$ cat src/rtl/vsi_pkg.sv
// Shared types, widths and constants for the voxel span indexer.
`timescale 1ns / 1ps

package vsi_pkg;

	localparam int GRID_MAX = 64;
	localparam int MAX_SPAN = 4;

	localparam int COORD_W  = 32;
	localparam int INV_W    = 32;
	localparam int GRID_W   = 7;
	localparam int OFFSET_W = 19;
	localparam int INDEX_W  = 18;
	localparam int CFG_W    = 32;
	localparam int CFG_IDX_W = 2;

	localparam int G_W    = $clog2(GRID_MAX + 1);
	localparam int GG_W   = $clog2(GRID_MAX * GRID_MAX + 1);
	localparam int TOT_W  = $clog2(GRID_MAX * GRID_MAX * GRID_MAX + 1);
	localparam int SPAN_W = (MAX_SPAN > 1) ? $clog2(MAX_SPAN) : 1;
	// flat index: |cell| <= 2^31, times N*N, plus a few smaller terms
	localparam int V_W    = COORD_W + GG_W + 2;

	localparam int MUL_A_W = COORD_W + 1;
	localparam int MUL_B_W = INV_W;
	localparam int PROD_W  = MUL_A_W + MUL_B_W - 1;

	localparam int S_DATA_W = 6 * COORD_W;
	localparam int M_DATA_W = ((INDEX_W + 2 + 7) / 8) * 8;

	localparam logic [INV_W-1:0]    INV_RESET    = INV_W'(65536);
	localparam logic [GRID_W-1:0]   GRID_RESET   = GRID_W'(16);
	localparam logic [OFFSET_W-1:0] OFFSET_RESET = '0;

	typedef enum logic [CFG_IDX_W-1:0] {
		REG_INV    = 2'd0,
		REG_GRID   = 2'd1,
		REG_OFFSET = 2'd2
	} reg_idx_t;

	// everything the voxel walker needs to emit one box
	typedef struct packed {
		logic signed [V_W-1:0] base;
		logic [G_W-1:0]        g;
		logic [GG_W-1:0]       gg;
		logic [TOT_W-1:0]      total;
		logic [SPAN_W-1:0]     lim_x;
		logic [SPAN_W-1:0]     lim_y;
		logic [SPAN_W-1:0]     lim_z;
		logic                  clip;
	} walk_cmd_t;

	// grid size register to the cells per axis actually used
	function automatic logic [G_W-1:0] grid_eff(input logic [GRID_W-1:0] grid);
		logic [GRID_W-1:0] t;
		begin
			if (grid == '0) begin
				t = GRID_W'(1);
			end else if (grid > GRID_W'(GRID_MAX)) begin
				t = GRID_W'(GRID_MAX);
			end else begin
				t = grid;
			end
			return t[G_W-1:0];
		end
	endfunction

endpackage

$ cat src/rtl/vsi_mul.sv
// Shared signed-by-unsigned multiplier with registered product.
`timescale 1ns / 1ps

module vsi_mul
	import vsi_pkg::*;
(
	input  logic                      clk,
	input  logic signed [MUL_A_W-1:0] a,
	input  logic [MUL_B_W-1:0]        b,
	output logic signed [PROD_W-1:0]  prod
);

	logic signed [MUL_A_W+MUL_B_W:0] full;
	logic signed [PROD_W-1:0]        prod_q;

	assign full = a * $signed({1'b0, b});

	always_ff @(posedge clk) begin
		prod_q <= full[PROD_W-1:0];
	end

	assign prod = prod_q;

endmodule

$ cat config.mk
export PLATFORM = sky130hd
export DESIGN_NAME = vsi_mul
export DESIGN_NICKNAME = d
export VERILOG_FILES = /design/src/rtl/vsi_pkg.sv /design/src/rtl/vsi_mul.sv
export SDC_FILE = /design/constraint.sdc
export NUM_CORES = 2
export LEC_CHECK = 0
export ABC_AREA = 1
export BUFFER_PORTS_ARGS = -buffer_cell sky130_fd_sc_hd__buf_2
export CORE_MARGIN = 1
export CORE_UTILIZATION = 65
export DETAILED_ROUTE_END_ITERATION = 8
export PLACE_DENSITY = 0.83
export SYNTH_ARGS = -nofsm -noshare
export SYNTH_HDL_FRONTEND = slang
export SYNTH_SLANG_ARGS = --single-unit
$ cat constraint.sdc
create_clock -name clk -period 16.5 [get_ports clk]
set_input_delay 2.475 -clock clk [delete_from_list [all_inputs] [get_ports clk]]
set_output_delay 2.475 -clock clk [all_outputs]
set_load 0.05 [all_outputs]
==> reports/qor.yml <==
outcome: "finished, final reports clean"
synth.top_cell.area_share_pct: 53.24
yosys_register_bits: 64
initial_core_util_pct: 66.24
rsz0062_at_grt: "false"
synth_cells: 5286
cts_max_level: 3
synth.area.top_cells: "fa_1 (53%), inv_1 (17%), nand2_1 (12%), ha_1 (5.7%), dfxtp_1 (3.1%)"
wl_per_cell_um: 17.93
track_usage_pct: 36.22
syn-cell-area_um2: 41100
dp_hpwl_mm: 91.08
hold_slack_ns: 2.669
grt_start_max_net_pins: 34
pins_over_their_slew_limit: 0
yosysUniqueCellTypes: 33
max_ffs_per_register: 64
drc: 0
ant_nets: 0
critical_path.endpoint_type: "register"
maxCapViolCount: 0
critical_path_peak_fanout: 32
area_delta_synth_final_pct: 3.026
setup_total_neg_slack_ns: 0
number_of_antenna_violations_at_the_first_check_in_global_routing: 4
seq_area_frac_synth_pct: 3.117
number_of_cell_rows: 91
core_area_um2: 62050
slew_headroom_pct: 35.23
post-route-min-period_ns: 10.22
fraction_of_layout_instances_using_a_drive_strength_above_1_pct: 3.854
globalplace.congestion: 1.008
placed_area_um2: 42030
criticalPathCategory: "in2reg"
grt_pass1_vias: 35850
setup-violations-final: 0
cts_made_buffers: 9
cts_sinks: 64
synth_area_per_cell_um2: 7.776
cts_tree: "yes"
buffer_ports.inserted: 129
total_grt_overflow: 0
drt_first_iter_violations: 2493
finalHoldViolCount: 0
hp-class: "in2reg"
cts.root.buffer_cell: "clkbuf_16"
grt_first_pass_wirelength_mm: 179.8
detailroute.via_count: 31980
routed_wl_mm: 108.6
detail_route.vias_per_cell: 5.282
critical_path_arrival_ns: 10.45
worst_pin_slew_ns: 0.9715
design.die.area_um2: 64240
post_cts_buffers: 0
cts.reportedPaths.clkPinSlew_ns: 0.06
die_h_um: 253.5
synthesis.nets: 6631
finish.net_count: 6556
cts.hold.buffers_added: 0
drt_pass1_iterations: 6
die-width_um: 253.5
post_cts.resized_instances: 0
timing.critical_path.required_ns: 16.74
cts-root-to-sink-buffers: 2
yosysTopAreaCell: "fa_1"
max_clock_freq_ghz: 0.09788
timing.critical_path.from_type: "input pin"
boundaryPins: 130
post_route_fraction_of_the_period_consumed_by_the_critical_path_pct: 61.92
post-route-cell-area_um2: 42350
synthesis.yosys.warnings: 0
-- per-stage QoR --
stage / setup WS [ns] / cells / utilization, %
after detailed placement: 5.926 / 6037 / 67.73
after CTS: 6.304 / 6052 / 68.23
after floorplan: 7.089 / 5286 / -
after global placement: 6.186 / 6037 / 67.73
after global routing: 5.829 / 6055 / 68.24
final: 6.284 / 6055 / 68.24
-- cell type report --
class,count,area (um^2)
clock buffers,11,252.7
flip-flops and latches,64,1281
multi-input cells,3084,31790
inverters,1911,7173
well taps,837,1047
repair buffers,141,735.7
clock inverters,4,53.80
fillers,4933,19710
diodes,3,7.507
-- cell families (layout without fill, tap and decap cells) --
kind of cell / count (synthesis) / after routing / share of synthesized area (%)
buffers and inverters: 2138 / 2067 / 19.53
and+or+nand+nor: 1588 / 1588 / 15.17
adders and majority gates: 1279 / 1279 / 58.90
AOI/OAI and AO/OA: 167 / 167 / 2.207
DFF: 64 / 64 / 3.117
xor gates and xnor gates: 50 / 50 / 1.084
other: 0 / 3 / 0
-- worst paths after layout --
kind  startpoint  endpoint  slack (ns)  cells after the start
min         b[0]   prod[0]        2.67                      4
max        a[32]  prod[61]        6.28                     25
-- metal layers --
metal / global-route usage (%) / wire length [um] / vias up
met5: 0 / 13 / -
met4: 19.06 / 6525 / 2
met3: 5.306 / 8807 / 475
met2: 63.69 / 54700 / 1659
met1: 43.07 / 38550 / 15770
li1: - / - / 14080
-- placed cells by master, fill, tap and decap left out, types with 11 or more instances in the layout --
cell type / n
inv_1: 1906
o21ai_0: 36
dfxtp_1: 64
ha_1: 186
nor2_1: 127
nor3_1: 12
nand2_2: 16
buf_2: 129
xnor2_1: 11
nand3_1: 61
buf_4: 12
nand2_1: 1331
o21ai_1: 18
xor2_1: 38
a21oi_1: 85
fa_1: 1093
nand4_1: 17
-- worst max-delay path, cell delays in order --
cell,delay [ns]
buf_2,0.55
nand2_1,0.19
inv_1,0.17
fa_1,0.49
fa_1,0.55
fa_1,0.97
inv_1,0.22
fa_1,0.86
inv_1,0.36
fa_1,0.55
fa_1,0.51
fa_1,0.49
inv_1,0.05
fa_1,0.50
inv_1,0.04
ha_1,0.39
a21oi_1,0.22
nor2_1,0.05
or2_2,0.27
a21oi_1,0.13
nand2_1,0.06
a21oi_1,0.15
nand2_1,0.07
nand2_1,0.06
nand2_1,0.04
-- Yosys cell counts, drive strengths merged --
library cell,count
dfxtp,64
nand3b,2
xnor2,12
inv,1911
nor2,137
a21boi,2
o21ai,54
nand2,1349
o21bai,10
nand3,67
buf,13
nor4,2
ha,186
or2,1
xor2,38
a31oi,2
nand4,17
a21oi,88
clkbuf,214
nor3,13
a21o,5
fa,1093
o21a,6
Power is left out: the tool's default activity adds up to more than one toggle a clock period on the data nets, which glitch-free logic cannot reach.
