--- config.mk ---
export PLATFORM = sky130hd
export DESIGN_NAME = vsi_cfg
export DESIGN_NICKNAME = d
export VERILOG_FILES = /design/src/rtl/vsi_pkg.sv /design/src/rtl/vsi_cfg.sv
export SDC_FILE = /design/constraint.sdc
export NUM_CORES = 1
export LEC_CHECK = 0
export BUFFER_PORTS_ARGS = -buffer_cell sky130_fd_sc_hd__buf_4
export CAP_MARGIN = 10
export CORE_ASPECT_RATIO = 1.4
export CORE_UTILIZATION = 49
export CTS_BUF_LIST = sky130_fd_sc_hd__clkbuf_4 sky130_fd_sc_hd__clkbuf_8
export CTS_CLUSTER_SIZE = 40
export DETAILED_ROUTE_END_ITERATION = 12
export PLACE_DENSITY_LB_ADDON = 0.15
export SYNTH_ARGS = -nofsm -noshare
export SYNTH_HDL_FRONTEND = slang
export SYNTH_SLANG_ARGS = --single-unit
--- constraint.sdc ---
create_clock -name clk -period 1.23 [get_ports clk]
set_input_delay 0.0615 -clock clk [delete_from_list [all_inputs] [get_ports clk]]
set_output_delay 0.0615 -clock clk [all_outputs]
set_load 0.02 [all_outputs]
--- src/rtl/vsi_pkg.sv ---
// Shared types, widths and constants for the voxel span indexer.
`timescale 1ns / 1ps

package vsi_pkg;

	localparam int GRID_MAX = 64;
	localparam int MAX_SPAN = 4;

	localparam int COORD_W  = 32;
	localparam int INV_W    = 32;
	localparam int GRID_W   = 7;
	localparam int OFFSET_W = 19;
	localparam int INDEX_W  = 18;
	localparam int CFG_W    = 32;
	localparam int CFG_IDX_W = 2;

	localparam int G_W    = $clog2(GRID_MAX + 1);
	localparam int GG_W   = $clog2(GRID_MAX * GRID_MAX + 1);
	localparam int TOT_W  = $clog2(GRID_MAX * GRID_MAX * GRID_MAX + 1);
	localparam int SPAN_W = (MAX_SPAN > 1) ? $clog2(MAX_SPAN) : 1;
	// flat index: |cell| <= 2^31, times N*N, plus a few smaller terms
	localparam int V_W    = COORD_W + GG_W + 2;

	localparam int MUL_A_W = COORD_W + 1;
	localparam int MUL_B_W = INV_W;
	localparam int PROD_W  = MUL_A_W + MUL_B_W - 1;

	localparam int S_DATA_W = 6 * COORD_W;
	localparam int M_DATA_W = ((INDEX_W + 2 + 7) / 8) * 8;

	localparam logic [INV_W-1:0]    INV_RESET    = INV_W'(65536);
	localparam logic [GRID_W-1:0]   GRID_RESET   = GRID_W'(16);
	localparam logic [OFFSET_W-1:0] OFFSET_RESET = '0;

	typedef enum logic [CFG_IDX_W-1:0] {
		REG_INV    = 2'd0,
		REG_GRID   = 2'd1,
		REG_OFFSET = 2'd2
	} reg_idx_t;

	// everything the voxel walker needs to emit one box
	typedef struct packed {
		logic signed [V_W-1:0] base;
		logic [G_W-1:0]        g;
		logic [GG_W-1:0]       gg;
		logic [TOT_W-1:0]      total;
		logic [SPAN_W-1:0]     lim_x;
		logic [SPAN_W-1:0]     lim_y;
		logic [SPAN_W-1:0]     lim_z;
		logic                  clip;
	} walk_cmd_t;

	// grid size register to the cells per axis actually used
	function automatic logic [G_W-1:0] grid_eff(input logic [GRID_W-1:0] grid);
		logic [GRID_W-1:0] t;
		begin
			if (grid == '0) begin
				t = GRID_W'(1);
			end else if (grid > GRID_W'(GRID_MAX)) begin
				t = GRID_W'(GRID_MAX);
			end else begin
				t = grid;
			end
			return t[G_W-1:0];
		end
	endfunction

endpackage

--- src/rtl/vsi_cfg.sv ---
// Configuration registers of the voxel span indexer.
`timescale 1ns / 1ps

module vsi_cfg
	import vsi_pkg::*;
(
	input  logic                       clk,
	input  logic                       arst_n,
	input  logic                       cfg_we,
	input  logic [CFG_IDX_W-1:0]       cfg_index,
	input  logic [CFG_W-1:0]           cfg_data,
	output logic [INV_W-1:0]           inv,
	output logic [G_W-1:0]             g,
	output logic signed [OFFSET_W-1:0] offset
);

	logic [INV_W-1:0]    inv_q;
	logic [GRID_W-1:0]   grid_q;
	logic [OFFSET_W-1:0] offset_q;

	always_ff @(posedge clk or negedge arst_n) begin
		if (!arst_n) begin
			inv_q    <= INV_RESET;
			grid_q   <= GRID_RESET;
			offset_q <= OFFSET_RESET;
		end else if (cfg_we) begin
			unique case (reg_idx_t'(cfg_index))
				REG_INV:    inv_q    <= cfg_data[INV_W-1:0];
				REG_GRID:   grid_q   <= cfg_data[GRID_W-1:0];
				REG_OFFSET: offset_q <= cfg_data[OFFSET_W-1:0];
				default: ;
			endcase
		end
	end

	assign inv    = inv_q;
	assign g      = grid_eff(grid_q);
	assign offset = $signed(offset_q);

endmodule

==> impl_metrics.json, run 1 <==
{
  "fin_skew_ps": 0,
  "clk_latency_ps": 320,
  "fill_cells": 270,
  "postRouteAntennaNets": 0,
  "worstMarginPinSlew_ps": 375,
  "tns_ps": -441,
  "io_pins": 95,
  "grt_max_degree": 31,
  "syn_nets": 170,
  "rows": 29,
  "hold_ws_ps": 188,
  "max_cap_violations": 0,
  "gp_congestion": 0.656,
  "status": "finished with violations",
  "synth_most_common_cell": "dfrtp_1",
  "rr_worst_depth": 2,
  "yosysWarnings": 0,
  "rrSetupSlack_ps": 260,
  "initial_utilization": 0.509,
  "drtPass1Iterations": 4,
  "p_leak_nw": 1.77,
  "timing.rr.end": "grid_q[6]",
  "cts_buffers": 9,
  "ys_top_cells_by_area": "dfrtp_1 (61%), mux2_2 (23%), mux2_4 (6.6%), buf_6 (2.5%), dfstp_2 (2.3%)",
  "hold_class": "primary input to async pin",
  "cp.arrival_ps": 1460,
  "yosys-top-cells-count": "dfrtp_1 (56), mux2_2 (46), mux2_4 (10), buf_6 (5), nor2b_1 (5)",
  "rsz0062_at_grt": "yes",
  "port_buffers": 94,
  "first_iter_violations": 43,
  "wl_mm": 5.33,
  "synth-main-ff-cell": "dfrtp_1",
  "clkPwrFrac": 0.274,
  "path_class": "register to output port",
  "finalNetCount": 311,
  "finalHoldViolations": 0,
  "setup_viol": 4,
  "synth.top_cell.area_share": 0.612,
  "regArea_um2": 1460,
  "place_area_um2": 3110,
  "cts_max_path_buffers": 2,
  "cts.reportedPaths.clkPinSlew_ps": 70,
  "p_per_area_nw_per_um2": 1650,
  "grt_pass1_wl_mm": 8.52,
  "multi_input_area_um2": 816,
  "avgSynthCellArea_um2": 17.2,
  "mappedNetlistArea_um2": 2290,
  "yosys_register_bits": 58,
  "drive_gt1_frac": 0.656,
  "timing.fmax_mhz": 655,
  "vias": 1647,
  "design_area_um2": 3690,
  "worst_slack_ps": -296,
  "period_minus_slack_ps": 1530,
  "cp-start-kind": "register",
  "synth_top_area_cell": "dfrtp_1",
  "crit_path_end_kind": "output port",
  "root_buffer": "clkbuf_8",
  "dieArea_um2": 4960,
  "ys_seq_area_frac": 0.635,
  "violations": "negative setup slack",
  "synthArstFlopShare": 1.00,
  "synth_cells": 133,
  "synth_edf_count": 0,
  "slew_viol_final": 0,
  "p_int_w": 0.00426,
  "worstPathMaxFanout": 2,
  "cts_htree_levels": 3,
  "remaining_drc_errors": 0,
  "swShare": 0.297,
  "grt-ovfl-total": 0,
  "cts_sinks": 58,
  "peakVddDrop_v": 0.00111,
  "areaGrowthSynthToFinish_pct": 61.0,
  "fin_crit_sh": 1.24,
  "grt_pass1_vias": 1779,
  "power.total_w": 0.00607,
  "p_switching_w": 0.00180,
  "die_y_um": 82.9,
  "pwr-share-seq": 0.413,
  "worstReg2RegStart": "grid_q[6]",
  "required_ps": 1170,
  "core_area_um2": 4500,
  "pwr-share-comb": 0.313,
  "diodes": 0,
  "hpwl_mm": 3.50,
  "wl_per_cell_um": 15.6,
  "slew_headroom": 0.749,
  "die-width_um": 59.8,
  "cts_tree": "done",
  "grtUsageTotal": 0.236,
  "antenna_found_initial": 0,
  "vias_per_cell": 4.83,
  "synth.distinct_cells": 13
}
-- power groups by stage --
| stage | clock network, W | registers (W) | logic (W) |
|---|---|---|---|
| after floorplan | 0 | 0.00290 | 0.000520 |
| after detailed placement | 0 | 0.00253 | 0.00175 |
| after global routing | 0.00179 | 0.00255 | 0.00200 |
| final | 0.00166 | 0.00251 | 0.00190 |
| after CTS | 0.00171 | 0.00250 | 0.00186 |
| after global placement | 0 | 0.00250 | 0.00171 |
-- layer usage --
| layer | track usage | part of all wire | vias to the layer above |
|---|---|---|---|
| met3 | 0.0561 | 0.058 | 11 |
| met4 | 0.121 | 0.021 | 0 |
| met5 | 0 | 0 | - |
| met1 | 0.283 | 0.40 | 817 |
| met2 | 0.384 | 0.52 | 63 |
| li1 | - | - | 756 |
-- logic make-up (layout without fill, tap and decap cells) --
| family | after synthesis | in the layout | share of synthesized area |
|---|---|---|---|
| muxes | 58 | 58 | 0.301 |
| buffers and inverters | 6 | 152 | 0.0262 |
| AOI/OAI and AO/OA | 1 | 1 | 0.00382 |
| DFF | 58 | 58 | 0.635 |
| and+or+nand+nor | 10 | 10 | 0.0339 |
-- cells in the final DEF (no fill, tap or decap) --
cell           instances
dfrtp_1               55
nor2b_4                2
buf_6                  4
o41ai_4                1
dfrtp_2                1
or3_4                  1
nor2b_1                3
mux2_1                 2
buf_12                 2
dlygate4sd3_1         33
nor3b_4                1
nand3b_1               2
mux2_4                10
buf_4                 97
clkbuf_4               1
clkbuf_8              13
nand2b_1               1
dfstp_2                2
mux2_2                46
clkinv_2               2
-- worst max path at each step --
stage                      end      start  slack, ps
after global routing      g[0]  grid_q[1]       -340
final                     g[0]  grid_q[4]       -300
after CTS                 g[0]  grid_q[4]       -320
after global placement    g[0]  grid_q[1]          3
after floorplan           g[0]  grid_q[1]         60
after detailed placement  g[0]  grid_q[1]         20
-- stage by stage --
stage / std cells / util / worst slack [ps]
finish: 341 / 0.820 / -296
CTS: 340 / 0.812 / -315
detailed placement: 290 / 0.691 / 20.3
global placement: 290 / 0.691 / 3.18
global route: 341 / 0.820 / -344
floorplan: 133 / - / 59.8
-- cell type report --
type	instances	share of cell area
Clock buffer	14	0.0505
Clock inverter	2	0.00271
Multi-Input combinational cell	69	0.221
Sequential cell	58	0.395
Tap cell	62	0.0210
Timing Repair Buffer	136	0.310
-- registers in the layout (all words and copies together) (netlist names) --
signal / flops
inv: 32
grid_q: 7
offset: 19
-- critical path, stage by stage, from the launching register on --
cell and delay (ps):
dfstp_2 370, or3_4 390, o41ai_4 200, buf_4 190
-- timing repair --
item                                    in CTS  in global routing
resized for setup                            3                  7
endpoints found under the setup margin       5                  5
buffers inserted                             1                  1
endpoints found under the hold margin      113                  0
hold buffers                                33                  0
pin swaps                                    1                  0
Note: power is estimated with default switching activity, not from simulation.
==> run 2: changes to the inputs <==
--- a/config.mk
+++ b/config.mk
@@ -8,10 +8,11 @@
 export BUFFER_PORTS_ARGS = -buffer_cell sky130_fd_sc_hd__buf_4
 export CAP_MARGIN = 10
 export CORE_ASPECT_RATIO = 1.4
-export CORE_UTILIZATION = 49
+export CORE_UTILIZATION = 45
 export CTS_BUF_LIST = sky130_fd_sc_hd__clkbuf_4 sky130_fd_sc_hd__clkbuf_8
 export CTS_CLUSTER_SIZE = 40
 export DETAILED_ROUTE_END_ITERATION = 12
+export GPL_TIMING_DRIVEN = 0
 export PLACE_DENSITY_LB_ADDON = 0.15
 export SYNTH_ARGS = -nofsm -noshare
 export SYNTH_HDL_FRONTEND = slang
==> impl_metrics.json, run 2 (synthesis results as in run 1) <==
{
  "grt-ovfl-total": 0,
  "p_int_w": 0.00437,
  "grtUsageTotal": 0.208,
  "p_leak_nw": 1.75,
  "clk_latency_ps": 320,
  "dieArea_um2": 5380,
  "worst_slack_ps": -319,
  "antenna_found_initial": 0,
  "cts.reportedPaths.clkPinSlew_ps": 60,
  "setup_viol": 2,
  "cts_sinks": 58,
  "p_switching_w": 0.00176,
  "rows": 30,
  "grt_max_degree": 59,
  "vias": 1604,
  "diodes": 0,
  "areaGrowthSynthToFinish_pct": 60.0,
  "cp.arrival_ps": 1490,
  "crit_start": "grid_q[4]",
  "rrSetupSlack_ps": 340,
  "fill_cells": 338,
  "pwr-share-seq": 0.410,
  "violations": "negative setup slack",
  "worstPathMaxFanout": 2,
  "hp-start": "cfg_index[0]",
  "place_area_um2": 3100,
  "vias_per_cell": 4.70,
  "wl_per_cell_um": 15.0,
  "first_iter_violations": 19,
  "slew_headroom": 0.526,
  "worstMarginPinSlew_ps": 711,
  "die_y_um": 86.4,
  "drive_gt1_frac": 0.646,
  "design_area_um2": 3670,
  "cp-start-kind": "register",
  "die-width_um": 62.3,
  "pre_cts_ws_ps": -45.4,
  "p_per_area_nw_per_um2": 1670,
  "cts_max_path_buffers": 2,
  "slew_viol_final": 0,
  "worstReg2RegStart": "grid_q[6]",
  "core_area_um2": 4880,
  "status": "finished with violations",
  "largest_reg_flops": 32,
  "required_ps": 1170,
  "clkPwrFrac": 0.293,
  "gp_congestion": 0.713,
  "timing.fmax_mhz": 645,
  "fin_crit_sh": 1.26,
  "drtPass1Iterations": 4,
  "initial_utilization": 0.469,
  "hold_class": "primary input to register",
  "wl_mm": 5.13,
  "port_buffers": 94,
  "rsz0062_at_grt": "yes",
  "hold_ws_ps": 157,
  "pwr-share-comb": 0.297,
  "postRouteAntennaNets": 0,
  "path_class": "register to output port",
  "hpwl_mm": 3.26,
  "mostFrequentLayoutCell": "buf_4",
  "io_pins": 95,
  "period_minus_slack_ps": 1550,
  "finalHoldViolations": 0,
  "peakVddDrop_v": 0.00121,
  "crit_path_end_kind": "output port",
  "mostFrequentLayoutCells": "buf_4 (95), dfrtp_1 (55), mux2_2 (46)",
  "cts_tree": "done",
  "grt_pass1_vias": 1770,
  "cts_htree_levels": 3,
  "root_buffer": "clkbuf_8",
  "remaining_drc_errors": 0,
  "swShare": 0.287,
  "grt_pass1_wl_mm": 8.45,
  "finalNetCount": 310,
  "max_cap_violations": 0,
  "cts_buffers": 9,
  "fin_skew_ps": 0
}
-- run 2: metal layers --
layer | vias to the layer above | wire (um) | global-route usage
met4 | 0 | 94 | 0.101
met1 | 789 | 2070 | 0.238
met2 | 58 | 2690 | 0.359
met3 | 9 | 260 | 0.0618
li1 | 748 | - | -
met5 | - | 0 | 0
-- run 2: repair_timing --
| action | 4_1_cts | 5_1_grt |
|---|---|---|
| endpoints found under the hold margin | 114 | 0 |
| pin swaps | 1 | 0 |
| resized for setup | 2 | 3 |
| buffers inserted | 1 | 1 |
| setup endpoints to repair | 3 | 2 |
| hold buffers | 33 | 0 |
-- run 2: power by group through the flow --
stage / clock (W) / combinational, W / sequential [W]
2_1_floorplan: 0 / 0.000520 / 0.00290
3_3_place_gp: 0 / 0.00169 / 0.00251
3_5_place_dp: 0 / 0.00171 / 0.00254
4_1_cts: 0.00185 / 0.00182 / 0.00251
5_1_grt: 0.00193 / 0.00193 / 0.00256
6_report: 0.00179 / 0.00182 / 0.00251
-- run 2: layout make-up --
type,instances,area [um^2],share of cell area
Buffer,6,60.1,0.0164
Clock buffer,13,173,0.0471
Clock inverter,2,35.0,0.00956
Multi-Input combinational cell,69,808,0.220
Sequential cell,58,1460,0.397
Tap cell,64,80.1,0.0218
Timing Repair Buffer,129,1050,0.288
-- run 2: per-stage QoR --
step | std cells | utilization | TNS (ps) | power, W
after detailed placement | 291 | 0.634 | -982 | 0.00425
after global placement | 291 | 0.634 | -49.9 | 0.00420
after CTS | 340 | 0.747 | -346 | 0.00617
final | 341 | 0.751 | -364 | 0.00613
after global routing | 341 | 0.751 | -471 | 0.00642
after floorplan | 133 | - | 0 | 0.00342
-- run 2: worst paths after layout --
kind | to | cells after the start
max | g[0] | 3
min | inv[1] | 3
max reg2reg | grid_q[6] | 1
min reg2reg | inv[6] | 1
max in group asynchronous | grid_q[6] | 2
min in group asynchronous | offset[9] | 2
-- run 2: worst max-delay path, stage by stage (launching register included) --
cell and delay [ps]:
dfstp_2 370, or3_4 390, o41ai_4 210, buf_4 190
